**src/sv/dad_pkg.sv**
```systemverilog
// Shared types, codes and calendar helpers for the date adder.
// No dependencies; imported by date_add_days.
`default_nettype none

package dad_pkg;

    // Default field widths
    localparam int DAY_COUNT_BITS_DEF = 16;
    localparam int YEAR_BITS_DEF      = 14;

    localparam int DAY_BITS    = 5;
    localparam int MONTH_BITS  = 4;
    localparam int STATUS_BITS = 2;
    localparam int Y400_BITS   = 9;

    // Gregorian constants
    localparam int CYCLE_DAYS  = 146097;
    localparam int CYCLE_YEARS = 400;

    typedef logic [STATUS_BITS-1:0] status_t;
    localparam status_t STATUS_OK      = 2'd0;
    localparam status_t STATUS_INVALID = 2'd1;
    localparam status_t STATUS_WRAP    = 2'd2;

    typedef logic [MONTH_BITS-1:0] month_t;
    localparam month_t MONTH_JAN = 4'd1;
    localparam month_t MONTH_FEB = 4'd2;
    localparam month_t MONTH_APR = 4'd4;
    localparam month_t MONTH_JUN = 4'd6;
    localparam month_t MONTH_SEP = 4'd9;
    localparam month_t MONTH_NOV = 4'd11;
    localparam month_t MONTH_DEC = 4'd12;

    typedef logic [DAY_BITS-1:0]  day_t;
    typedef logic [Y400_BITS-1:0] y400_t;

    // Leap test from year mod 400 and the two low bits of the year
    function automatic logic is_leap(input y400_t y400, input logic [1:0] ylow);
        logic century;
        begin
            century = (y400 == 9'd100) || (y400 == 9'd200) || (y400 == 9'd300);
            return (y400 == 9'd0) || ((ylow == 2'b00) && !century);
        end
    endfunction

    function automatic day_t month_len(input month_t m, input logic leap);
        day_t len;
        begin
            if (m == MONTH_FEB)
            begin
                len = leap ? 5'd29 : 5'd28;
            end
            else if ((m == MONTH_APR) || (m == MONTH_JUN) ||
                     (m == MONTH_SEP) || (m == MONTH_NOV))
            begin
                len = 5'd30;
            end
            else
            begin
                len = 5'd31;
            end
            return len;
        end
    endfunction

endpackage

`default_nettype wire

```
**src/sv/date_add_days.sv**
```systemverilog
// Gregorian date plus day count: sequencer and month-stepping datapath.
// Depends on dad_pkg (codes, month length, leap test).
//
// Usage:
//   Input stream s_*: one word carries a starting date and a day count.
//   Output stream m_*: one word per input word with the resulting date and
//   a status code (ok, invalid input date, year wrapped past its maximum).
//   An invalid month or day echoes the input date with status invalid.
//   Sequence: YEAR_BITS-7 shift-subtract steps reduce the start year modulo
//   400 (one shift-subtract per cycle), a check state validates the date,
//   then the shared month stepper crosses one month per step (or skips a
//   whole 400-year span while no year wrap lies inside), a last step adds
//   the final partial month, and the output register is loaded.
//   One word is processed at a time: s_tready is high only while the
//   sequencer is idle, but a finished result waiting in the output register
//   does not keep the next word out.
//   If the receiver stalls, the result holds in the output register and the
//   sequencer waits with the next result until that register is taken.
//   Reset (rst_n low, asynchronous) drops any word in flight and clears
//   m_tvalid; the block comes up idle and ready.
`default_nettype none

module date_add_days #(
    parameter int DAY_COUNT_BITS = dad_pkg::DAY_COUNT_BITS_DEF,
    parameter int YEAR_BITS      = dad_pkg::YEAR_BITS_DEF,
    parameter int IN_W  = ((9 + YEAR_BITS + DAY_COUNT_BITS + 7) / 8) * 8,
    parameter int OUT_W = ((11 + YEAR_BITS + 7) / 8) * 8
) (
    input  wire logic             clk,
    input  wire logic             rst_n,
    // start_day, start_month, start_year, days_to_add (lowest bit up)
    input  wire logic [IN_W-1:0]  s_tdata,
    input  wire logic             s_tvalid,
    output logic                  s_tready,
    // end_day, end_month, end_year, status (lowest bit up)
    output logic [OUT_W-1:0]      m_tdata,
    output logic                  m_tvalid,
    input  wire logic             m_tready
);
    import dad_pkg::*;

    localparam int MOD_STEPS = YEAR_BITS - 7;
    localparam int KW        = $clog2(MOD_STEPS);
    localparam int DW        = (DAY_COUNT_BITS > 18) ? DAY_COUNT_BITS : 18;
    localparam int YB        = YEAR_BITS;
    localparam int DCB       = DAY_COUNT_BITS;

    localparam logic [YB-1:0] YEAR_MAX      = YB'((1 << YB) - 1);
    localparam logic [YB-1:0] YEAR_SKIP_MAX = YB'((1 << YB) - 1 - CYCLE_YEARS);
    localparam logic [DW-1:0] CYCLE_DAYS_W  = DW'(CYCLE_DAYS);
    localparam logic [YB:0]   MOD_BASE      = (YB+1)'(CYCLE_YEARS);
    localparam y400_t         Y400_LAST     = y400_t'(CYCLE_YEARS - 1);

    typedef enum logic [2:0] {
        ST_IDLE,
        ST_MOD,
        ST_CHECK,
        ST_WALK,
        ST_DONE
    } state_t;

    state_t             state_reg,  state_next;
    day_t               day_reg,    day_next;
    month_t             month_reg,  month_next;
    logic [YB-1:0]      year_reg,   year_next;
    logic [DCB-1:0]     days_reg,   days_next;
    logic [YB-1:0]      rem_reg,    rem_next;
    logic [KW-1:0]      k_reg,      k_next;
    y400_t              y400_reg,   y400_next;
    status_t            status_reg, status_next;
    logic [OUT_W-1:0]   out_data_reg,  out_data_next;
    logic               out_valid_reg, out_valid_next;

    // Shared datapath terms
    logic               leap;
    day_t               mlen;
    day_t               rem_days;
    logic [YB:0]        mod_sub;
    logic [DW-1:0]      days_ext;
    logic               skip;
    logic               date_ok;

    assign leap     = is_leap(y400_reg, year_reg[1:0]);
    assign mlen     = month_len(month_reg, leap);
    assign rem_days = mlen - day_reg;
    assign mod_sub  = MOD_BASE << k_reg;
    assign days_ext = DW'(days_reg);
    assign skip     = (days_ext >= CYCLE_DAYS_W) && (year_reg <= YEAR_SKIP_MAX);
    assign date_ok  = (month_reg >= MONTH_JAN) && (month_reg <= MONTH_DEC) &&
                      (day_reg != 5'd0) && (day_reg <= mlen);

    assign s_tready = (state_reg == ST_IDLE);
    assign m_tdata  = out_data_reg;
    assign m_tvalid = out_valid_reg;

    always_comb
    begin
        state_next     = state_reg;
        day_next       = day_reg;
        month_next     = month_reg;
        year_next      = year_reg;
        days_next      = days_reg;
        rem_next       = rem_reg;
        k_next         = k_reg;
        y400_next      = y400_reg;
        status_next    = status_reg;
        out_data_next  = out_data_reg;
        out_valid_next = out_valid_reg;

        // Drop the output word once the receiver takes it
        if (out_valid_reg && m_tready)
        begin
            out_valid_next = 1'b0;
        end

        unique case (state_reg)
            ST_IDLE:
            begin
                if (s_tvalid)
                begin
                    day_next    = s_tdata[4:0];
                    month_next  = s_tdata[8:5];
                    year_next   = s_tdata[9 +: YB];
                    days_next   = s_tdata[9 + YB +: DCB];
                    rem_next    = s_tdata[9 +: YB];
                    k_next      = KW'(MOD_STEPS - 1);
                    status_next = STATUS_OK;
                    state_next  = ST_MOD;
                end
            end

            ST_MOD:
            begin
                // One restoring step of year mod 400
                if ({1'b0, rem_reg} >= mod_sub)
                begin
                    rem_next = rem_reg - mod_sub[YB-1:0];
                end
                if (k_reg == '0)
                begin
                    state_next = ST_CHECK;
                end
                else
                begin
                    k_next = k_reg - 1'b1;
                end
            end

            ST_CHECK:
            begin
                // rem_reg is now below 400; leap and mlen follow it
                if (!date_ok)
                begin
                    status_next = STATUS_INVALID;
                    state_next  = ST_DONE;
                end
                else
                begin
                    state_next = ST_WALK;
                end
            end

            ST_WALK:
            begin
                if (days_reg == '0)
                begin
                    state_next = ST_DONE;
                end
                else if (skip)
                begin
                    // A 400-year span is exactly CYCLE_DAYS days
                    year_next = year_reg + YB'(CYCLE_YEARS);
                    days_next = DCB'(days_ext - CYCLE_DAYS_W);
                end
                else if (days_reg <= DCB'(rem_days))
                begin
                    day_next   = day_reg + days_reg[4:0];
                    days_next  = '0;
                    state_next = ST_DONE;
                end
                else
                begin
                    days_next = days_reg - (DCB'(rem_days) + DCB'(1));
                    day_next  = 5'd1;
                    if (month_reg == MONTH_DEC)
                    begin
                        month_next = MONTH_JAN;
                        if (year_reg == YEAR_MAX)
                        begin
                            year_next   = '0;
                            y400_next   = '0;
                            status_next = STATUS_WRAP;
                        end
                        else
                        begin
                            year_next = year_reg + 1'b1;
                            y400_next = (y400_reg == Y400_LAST) ? '0 : y400_reg + 1'b1;
                        end
                    end
                    else
                    begin
                        month_next = month_reg + 1'b1;
                    end
                end
            end

            ST_DONE:
            begin
                // Load the output register once it is free or being taken
                if (!out_valid_reg || m_tready)
                begin
                    out_data_next  = OUT_W'({status_reg, year_reg, month_reg, day_reg});
                    out_valid_next = 1'b1;
                    state_next     = ST_IDLE;
                end
            end

            default:
            begin
                state_next = ST_IDLE;
            end
        endcase

        // Year mod 400 comes out of the reduction on its last step
        if ((state_reg == ST_MOD) && (k_reg == '0))
        begin
            y400_next = y400_t'(rem_next);
        end
    end

    always_ff @(posedge clk or negedge rst_n)
    begin
        if (!rst_n)
        begin
            state_reg     <= ST_IDLE;
            day_reg       <= '0;
            month_reg     <= '0;
            year_reg      <= '0;
            days_reg      <= '0;
            rem_reg       <= '0;
            k_reg         <= '0;
            y400_reg      <= '0;
            status_reg    <= STATUS_OK;
            out_data_reg  <= '0;
            out_valid_reg <= 1'b0;
        end
        else
        begin
            state_reg     <= state_next;
            day_reg       <= day_next;
            month_reg     <= month_next;
            year_reg      <= year_next;
            days_reg      <= days_next;
            rem_reg       <= rem_next;
            k_reg         <= k_next;
            y400_reg      <= y400_next;
            status_reg    <= status_next;
            out_data_reg  <= out_data_next;
            out_valid_reg <= out_valid_next;
        end
    end

endmodule

`default_nettype wire
```
**config.mk**
```make
export PLATFORM = sky130hd
export DESIGN_NAME = date_add_days
export DESIGN_NICKNAME = d
export VERILOG_FILES = /design/src/sv/dad_pkg.sv /design/src/sv/date_add_days.sv
export SDC_FILE = /design/constraint.sdc
export NUM_CORES = 1
export LEC_CHECK = 0
export ABC_AREA = 1
export BUFFER_PORTS_ARGS = -buffer_cell sky130_fd_sc_hd__buf_2
export CORE_ASPECT_RATIO = 0.6
export CORE_MARGIN = 10
export CORE_UTILIZATION = 55
export CTS_CLUSTER_DIAMETER = 30
export DETAILED_ROUTE_END_ITERATION = 7
export PLACE_DENSITY = 0.76
export SLEW_MARGIN = 20
export SYNTH_ARGS = -nofsm -noshare
export SYNTH_HDL_FRONTEND = slang
export SYNTH_SLANG_ARGS = --single-unit
```
**constraint.sdc**
```tcl
create_clock -name clk -period 4.6 [get_ports clk]
set_input_delay 0.46 -clock clk [delete_from_list [all_inputs] [get_ports clk]]
set_output_delay 0.46 -clock clk [all_outputs]
set_load 0.02 [all_outputs]
```
### Yosys cells after proc, flatten, opt, wreduce, memory -nomap -nowiden

Index checks and enable logic that the tools add are counted.

* bits in registers: 96
* bits of input ports: 44
* output and inout bits: 34
* word-level logic and storage cells: 160

* $add $sub $neg: 11
* magnitude comparators: 7
* equality and inequality tests: 33
* shift operators: 1
* muxes and demuxes: 59
* reduce and logical (&&, ||, !) cells: 37

Operators with widths (count)
* $mux 14: 8
* $mux 9: 8
* $mux 16: 4
* $pmux 14 s2: 2
* $pmux 16 s2: 1
* $mux 3: 9
* $mux 4: 5
* $mux 5: 4
* $ne 2x2->1 const B: 10
* $reduce_and 5->1: 4
* $eq 9x9->1 const B: 2
* $ge 16x18->1 const B: 1
* $le 16x5->1: 1
* $logic_not 16->1: 1
* $mux 2: 8
* $sub 16x14->16 const B: 1
* $sub 16x6->16: 1
* $ge 14x15->1: 1
* $pmux 3 s5: 1
* $shl 9x3->15 const A: 1
* $add 14x1->14 const B: 1
* $add 14x9->14 const B: 1
* $eq 14x14->1 const B: 1
* $le 14x14->1 const B: 1
* other kinds (38): 71

### Depth between registers and ports, before layout

* depth after elaboration: 15
* gate-level depth with buffers: 26
* gate-level depth less buffers: 25

### Worst setup path before layout

No wires, ideal clock.

* kind: flip-flop to flip-flop
* from: reg y400_reg[0]
* to: reg year_reg[0]
* setup time: 0.117 ns
* arrival time: 3.121 ns
* data required time: 4.483 ns
* path slack: 1.362 ns
* cell stages (with the launch flop): 23
* path buffers: 0
* clock period less this slack: 3.238 ns
* cell sequence: dfrtp_1 -> inv_1 -> ha_1 -> nand3_1 -> nor4_1 -> a21oi_1 -> nand2_1 -> nand3_1 -> ha_1 -> fa_1 -> xor2_1 -> ha_1 -> nand2_1 -> nor2_1 -> nand4_1 -> nand2_2 -> nand3_2 -> nand2_4 -> inv_6 -> nand2_8 -> clkinv_2 -> nand2_1 -> nand2_1

* cells in the longest elaborated chain, start to end: 12
* elaborated cells on any way between the ends: 15
* classes of those cells: add/sub: 1; order compare: 1; eq/ne: 4; mux: 2; reduce/logical: 7

Ends and longest elaborated chain
* start, declared: RTL line date_add_days.sv:69 `y400_t y400_reg, y400_next;`
* start signal, assigned: RTL line date_add_days.sv:256 `y400_reg <= y400_next;`
* $eq 9x7->1 / $eq 9x8->1 (equally long branches): RTL line dad_pkg.sv:41 `century = (y400 == 9'd100) || (y400 == 9'd200) || (y400 == 9'd300);`
* $logic_or 1x1->1 (2 in a row): RTL line dad_pkg.sv:41
* $logic_not 1->1: RTL line dad_pkg.sv:42 `return (y400 == 9'd0) || ((ylow == 2'b00) && !century);`
* $logic_and 1x1->1: RTL line dad_pkg.sv:42
* $logic_or 1x1->1 *: RTL line dad_pkg.sv:42
* $mux 1 *: RTL line dad_pkg.sv:51 `len = leap ? 5'd29 : 5'd28;`
* $mux 2 *: RTL line dad_pkg.sv:49 `if (m == MONTH_FEB)`
* $sub 5x5->5 *: RTL line date_add_days.sv:85 `assign rem_days = mlen - day_reg;`
* $le 16x5->1 *: RTL line date_add_days.sv:175 `else if (days_reg <= DCB'(rem_days))`
* $ne 3x3->1 (no line) *
* $reduce_and 5->1 (no line) *
* end signal, assigned: RTL line date_add_days.sv:252 `year_reg <= year_next;`
* end, declared: RTL line date_add_days.sv:65 `logic [YB-1:0] year_reg, year_next;`

Mark *: on every way between the ends. The rest lies on a longest branch, timed or not.
A chain may end at the register's enable or synchronous reset.

### Final worst setup path

* from: reg y400_reg[0]
* to: reg days_reg[15]

* cells in the longest elaborated chain, start to end: 15
* elaborated cells on any way between the ends: 19
* classes of those cells: add/sub: 3; order compare: 1; eq/ne: 3; mux: 6; reduce/logical: 6

Ends and longest elaborated chain
* $eq 9x7->1 / $eq 9x8->1 (equally long branches): RTL line dad_pkg.sv:41
* $logic_or 1x1->1 (2 in a row): RTL line dad_pkg.sv:41
* $logic_not 1->1: RTL line dad_pkg.sv:42
* $logic_and 1x1->1: RTL line dad_pkg.sv:42
* $logic_or 1x1->1 *: RTL line dad_pkg.sv:42
* $mux 1 *: RTL line dad_pkg.sv:51
* $mux 2 *: RTL line dad_pkg.sv:49
* $sub 5x5->5 *: RTL line date_add_days.sv:85
* $add 5x1->6: RTL line date_add_days.sv:183 `days_next = days_reg - (DCB'(rem_days) + DCB'(1));`
* $sub 16x6->16: RTL line date_add_days.sv:183
* $mux 16 *: RTL line date_add_days.sv:175
* $mux 16 *: RTL line date_add_days.sv:169 `else if (skip)`
* $mux 16 *: RTL line date_add_days.sv:165 `if (days_reg == '0)`
* $pmux 16 s2 *: RTL line date_add_days.sv:116 `unique case (state_reg)`
* end signal, assigned: RTL line date_add_days.sv:253 `days_reg <= days_next;`
* end, declared: RTL line date_add_days.sv:66 `logic [DCB-1:0] days_reg, days_next;`

Mark *: on every way between the ends. The rest lies on a longest branch, timed or not. The select of a mux whose other input is x is not followed.

==> results.json <==
{
  "finalWeightedCongestion": 0.975,
  "seqCellArea_mm2": 0.00240,
  "yosysWarnings": 0,
  "largest_reg_flops": 25,
  "status": "complete, no violations",
  "htree_levels": 3,
  "timing.hold.ws_ns": 0.179,
  "root_buffer": "clkbuf_16",
  "cap_violations": 0,
  "dieArea_mm2": 0.0174,
  "routed_via_density": 5.41,
  "fin_crit_sh_pct": 87.8,
  "cts_buffer_depth": 2,
  "post-dp-hpwl_mm": 13.7,
  "detail_route.iter0.violations": 720,
  "swShare_pct": 52.5,
  "synth_flop_cell": "dfrtp_1",
  "relSlewSlack_pct": 48.5,
  "syn_inst": 972,
  "p_int_uw": 2930,
  "ioPinCount": 78,
  "cts_hold_buf": 0,
  "fill_cells": 1137,
  "synth_largest_area_cell": "dfrtp_1",
  "drt_first_pass_iters": 7,
  "ctsResizeCount": 0,
  "cts.sink_count": 96,
  "crit_type": "reg2reg",
  "cts_setup_buffers": 0,
  "path_cells": "inv_1 > ha_1 > o211ai_1 > nor3_1 > nand2_1 > a21oi_1 > nand2_1 > nand3_1 > ha_1 > fa_1 > nand3_1 > xor2_1 > ha_1 > nand2_1 > nor2_1 > nand2_1 > nand3_1 > nand2_2 > a21oi_2 > nand3_1 > a22oi_1",
  "antenna_found_initial": 0,
  "area_growth_syn_to_layout_pct": 10.3,
  "routedWlPerCell_um": 15.0,
  "cp_slowest_cell": "a21oi_2",
  "nNetsFinal": 1113,
  "pwr-share-comb_pct": 60.9,
  "grt.overflow.total": 0,
  "fmaxAchievable_mhz": 248,
  "clkPwrFrac_pct": 12.0,
  "cts_made_buffers": 9,
  "ys_ff_latch": 96,
  "p_sw_uw": 3230,
  "skew_ns": 0.0105,
  "num_rows": 31,
  "pwr_density_cell_mw_per_mm2": 817,
  "grt_pass1_wl_mm": 29.8,
  "grt_max_degree": 57,
  "async_flop_share_pct": 100,
  "routed_wl_mm": 18.0,
  "ys_types": 48,
  "drive_gt1_share_pct": 12.3,
  "drc": 0,
  "critPathCaptureType": "register",
  "critPathRequiredTime_ns": 4.86,
  "synthTopCellsByCount": "304 x nand2_1, 108 x inv_1, 96 x dfrtp_1, 81 x nand3_1, 76 x nor2_1",
  "cp-start-kind": "register",
  "grt_pass1_vias": 5795,
  "finalMaxSlewViolations": 0,
  "clk_pin_slew_worst_paths_ns": 0.07,
  "cpLargestDelayFamily": "simple AND/OR/NAND/NOR gates",
  "final_util_pct": 62.3,
  "min_period_ns": 4.04,
  "track_usage_pct": 20.9,
  "setup_viol": 0,
  "syn_area_mm2": 0.00684,
  "synth_most_common_cell": "nand2_1",
  "num_vias": 6482,
  "start_util_pct": 56.5,
  "die_w_um": 164,
  "worstPathArrival_ns": 4.30,
  "yosysTopAreaCellShare_pct": 35.1,
  "leakage_uw": 0.00397,
  "worstMarginPinSlew_ns": 0.773,
  "cts_tree": "built",
  "avgSynthCellArea_um2": 7.04,
  "multi_input_area_mm2": 0.00384,
  "port_buffers": 69,
  "worstPathMaxFanout": 14,
  "clk_latency_ns": 0.35,
  "synth_edf_count": 0,
  "synth_area_leaders": "dfrtp_1 35%, nand2_1 17%, ha_1 6.8%",
  "seq_area_frac_synth_pct": 35.1,
  "rsz0062_at_grt": "no",
  "cpPeakStageDelay_ns": 0.55,
  "hold_viol": 0,
  "p_seq_share_pct": 27.1,
  "die_h_um": 106,
  "diodes": 0,
  "irDropWorstVdd_mv": 0.346,
  "ant_nets": 0,
  "tns_ns": 0,
  "worstHoldPathType": "in2async",
  "coreArea_mm2": 0.0121,
  "worst-path-buf-inv": 1
}
routing by layer:
layer  up-vias  wire length [um]  GRT usage (%)
met4         0               130           3.88
met1      2922              9080           32.9
li1       3260                 -              -
met5         -                 0              0
met2       283              7000           28.2
met3        17              1770           4.62
metrics by stage:
| stage | power [uW] | setup WS (ns) | area, um2 | instances |
|---|---|---|---|---|
| 2_1_floorplan | 4460 | 1.36 | 6860 | 978 |
| 3_5_place_dp | 5320 | 0.632 | 7260 | 1183 |
| 5_1_grt | 6790 | 0.151 | 7540 | 1199 |
| 3_3_place_gp | 5250 | 0.790 | 7260 | 1183 |
| 4_1_cts | 6100 | 0.628 | 7540 | 1199 |
| 6_report | 6160 | 0.562 | 7540 | 1199 |
placed cells by master, fill, tap and decap left out, types with 7 or more instances in the layout:
master     netlist  layout
o21ai_0         51      51
xor2_1          15      15
inv_1          108     108
nor2_1          76      76
nand3_1         81      81
a21oi_1         43      43
nand2_1        304     304
a22oi_1         13      13
ha_1            37      37
nor3_1          10      10
buf_2            9      68
dfrtp_1         96      96
nand4_1         27      27
conb_1           1       7
inv_2            7       7
clkbuf_16        0       9
xnor2_1          7       7
layout make-up:
class / count / area share, %
multi-input combinational: 733 / 50.9
sequential: 96 / 31.8
inverter: 118 / 5.99
timing repair buffer: 71 / 4.81
clock buffer: 9 / 2.99
tap: 165 / 2.74
clock inverter: 7 / 0.780
final timing paths:
check                       startpoint      endpoint  slack, ns  depth (start not counted)
max                        y400_reg[0]  days_reg[15]       0.56                         21
min                              rst_n   days_reg[7]       0.18                          1
max reg2reg                y400_reg[0]  days_reg[15]       0.56                         21
min reg2reg                m_tdata[11]   m_tdata[11]       0.48                          2
max in group asynchronous        rst_n   year_reg[0]       3.42                          2
min in group clk           s_tdata[18]    rem_reg[9]       0.35                          3
power groups by stage:
stage          logic, uW  registers, uW  clock network, uW
6_report            3750           1670                742
5_1_grt             4270           1730                794
4_1_cts             3690           1650                755
3_5_place_dp        3660           1670                  0
3_3_place_gp        3600           1650                  0
2_1_floorplan       2830           1620                  0
cells by family after synthesis:
kind of cell               Yosys count  synth area share [%]
AOI/OAI and AO/OA                  131                  10.8
other                                1                0.0548
xor gates and xnor gates            22                  2.82
adders and majority gates           40                  7.65
muxes                                6                 0.951
buffers and inverters              149                  9.17
and+or+nand+nor                    527                  33.4
DFF                                 96                  35.1
(Power assumes the default switching activity.)
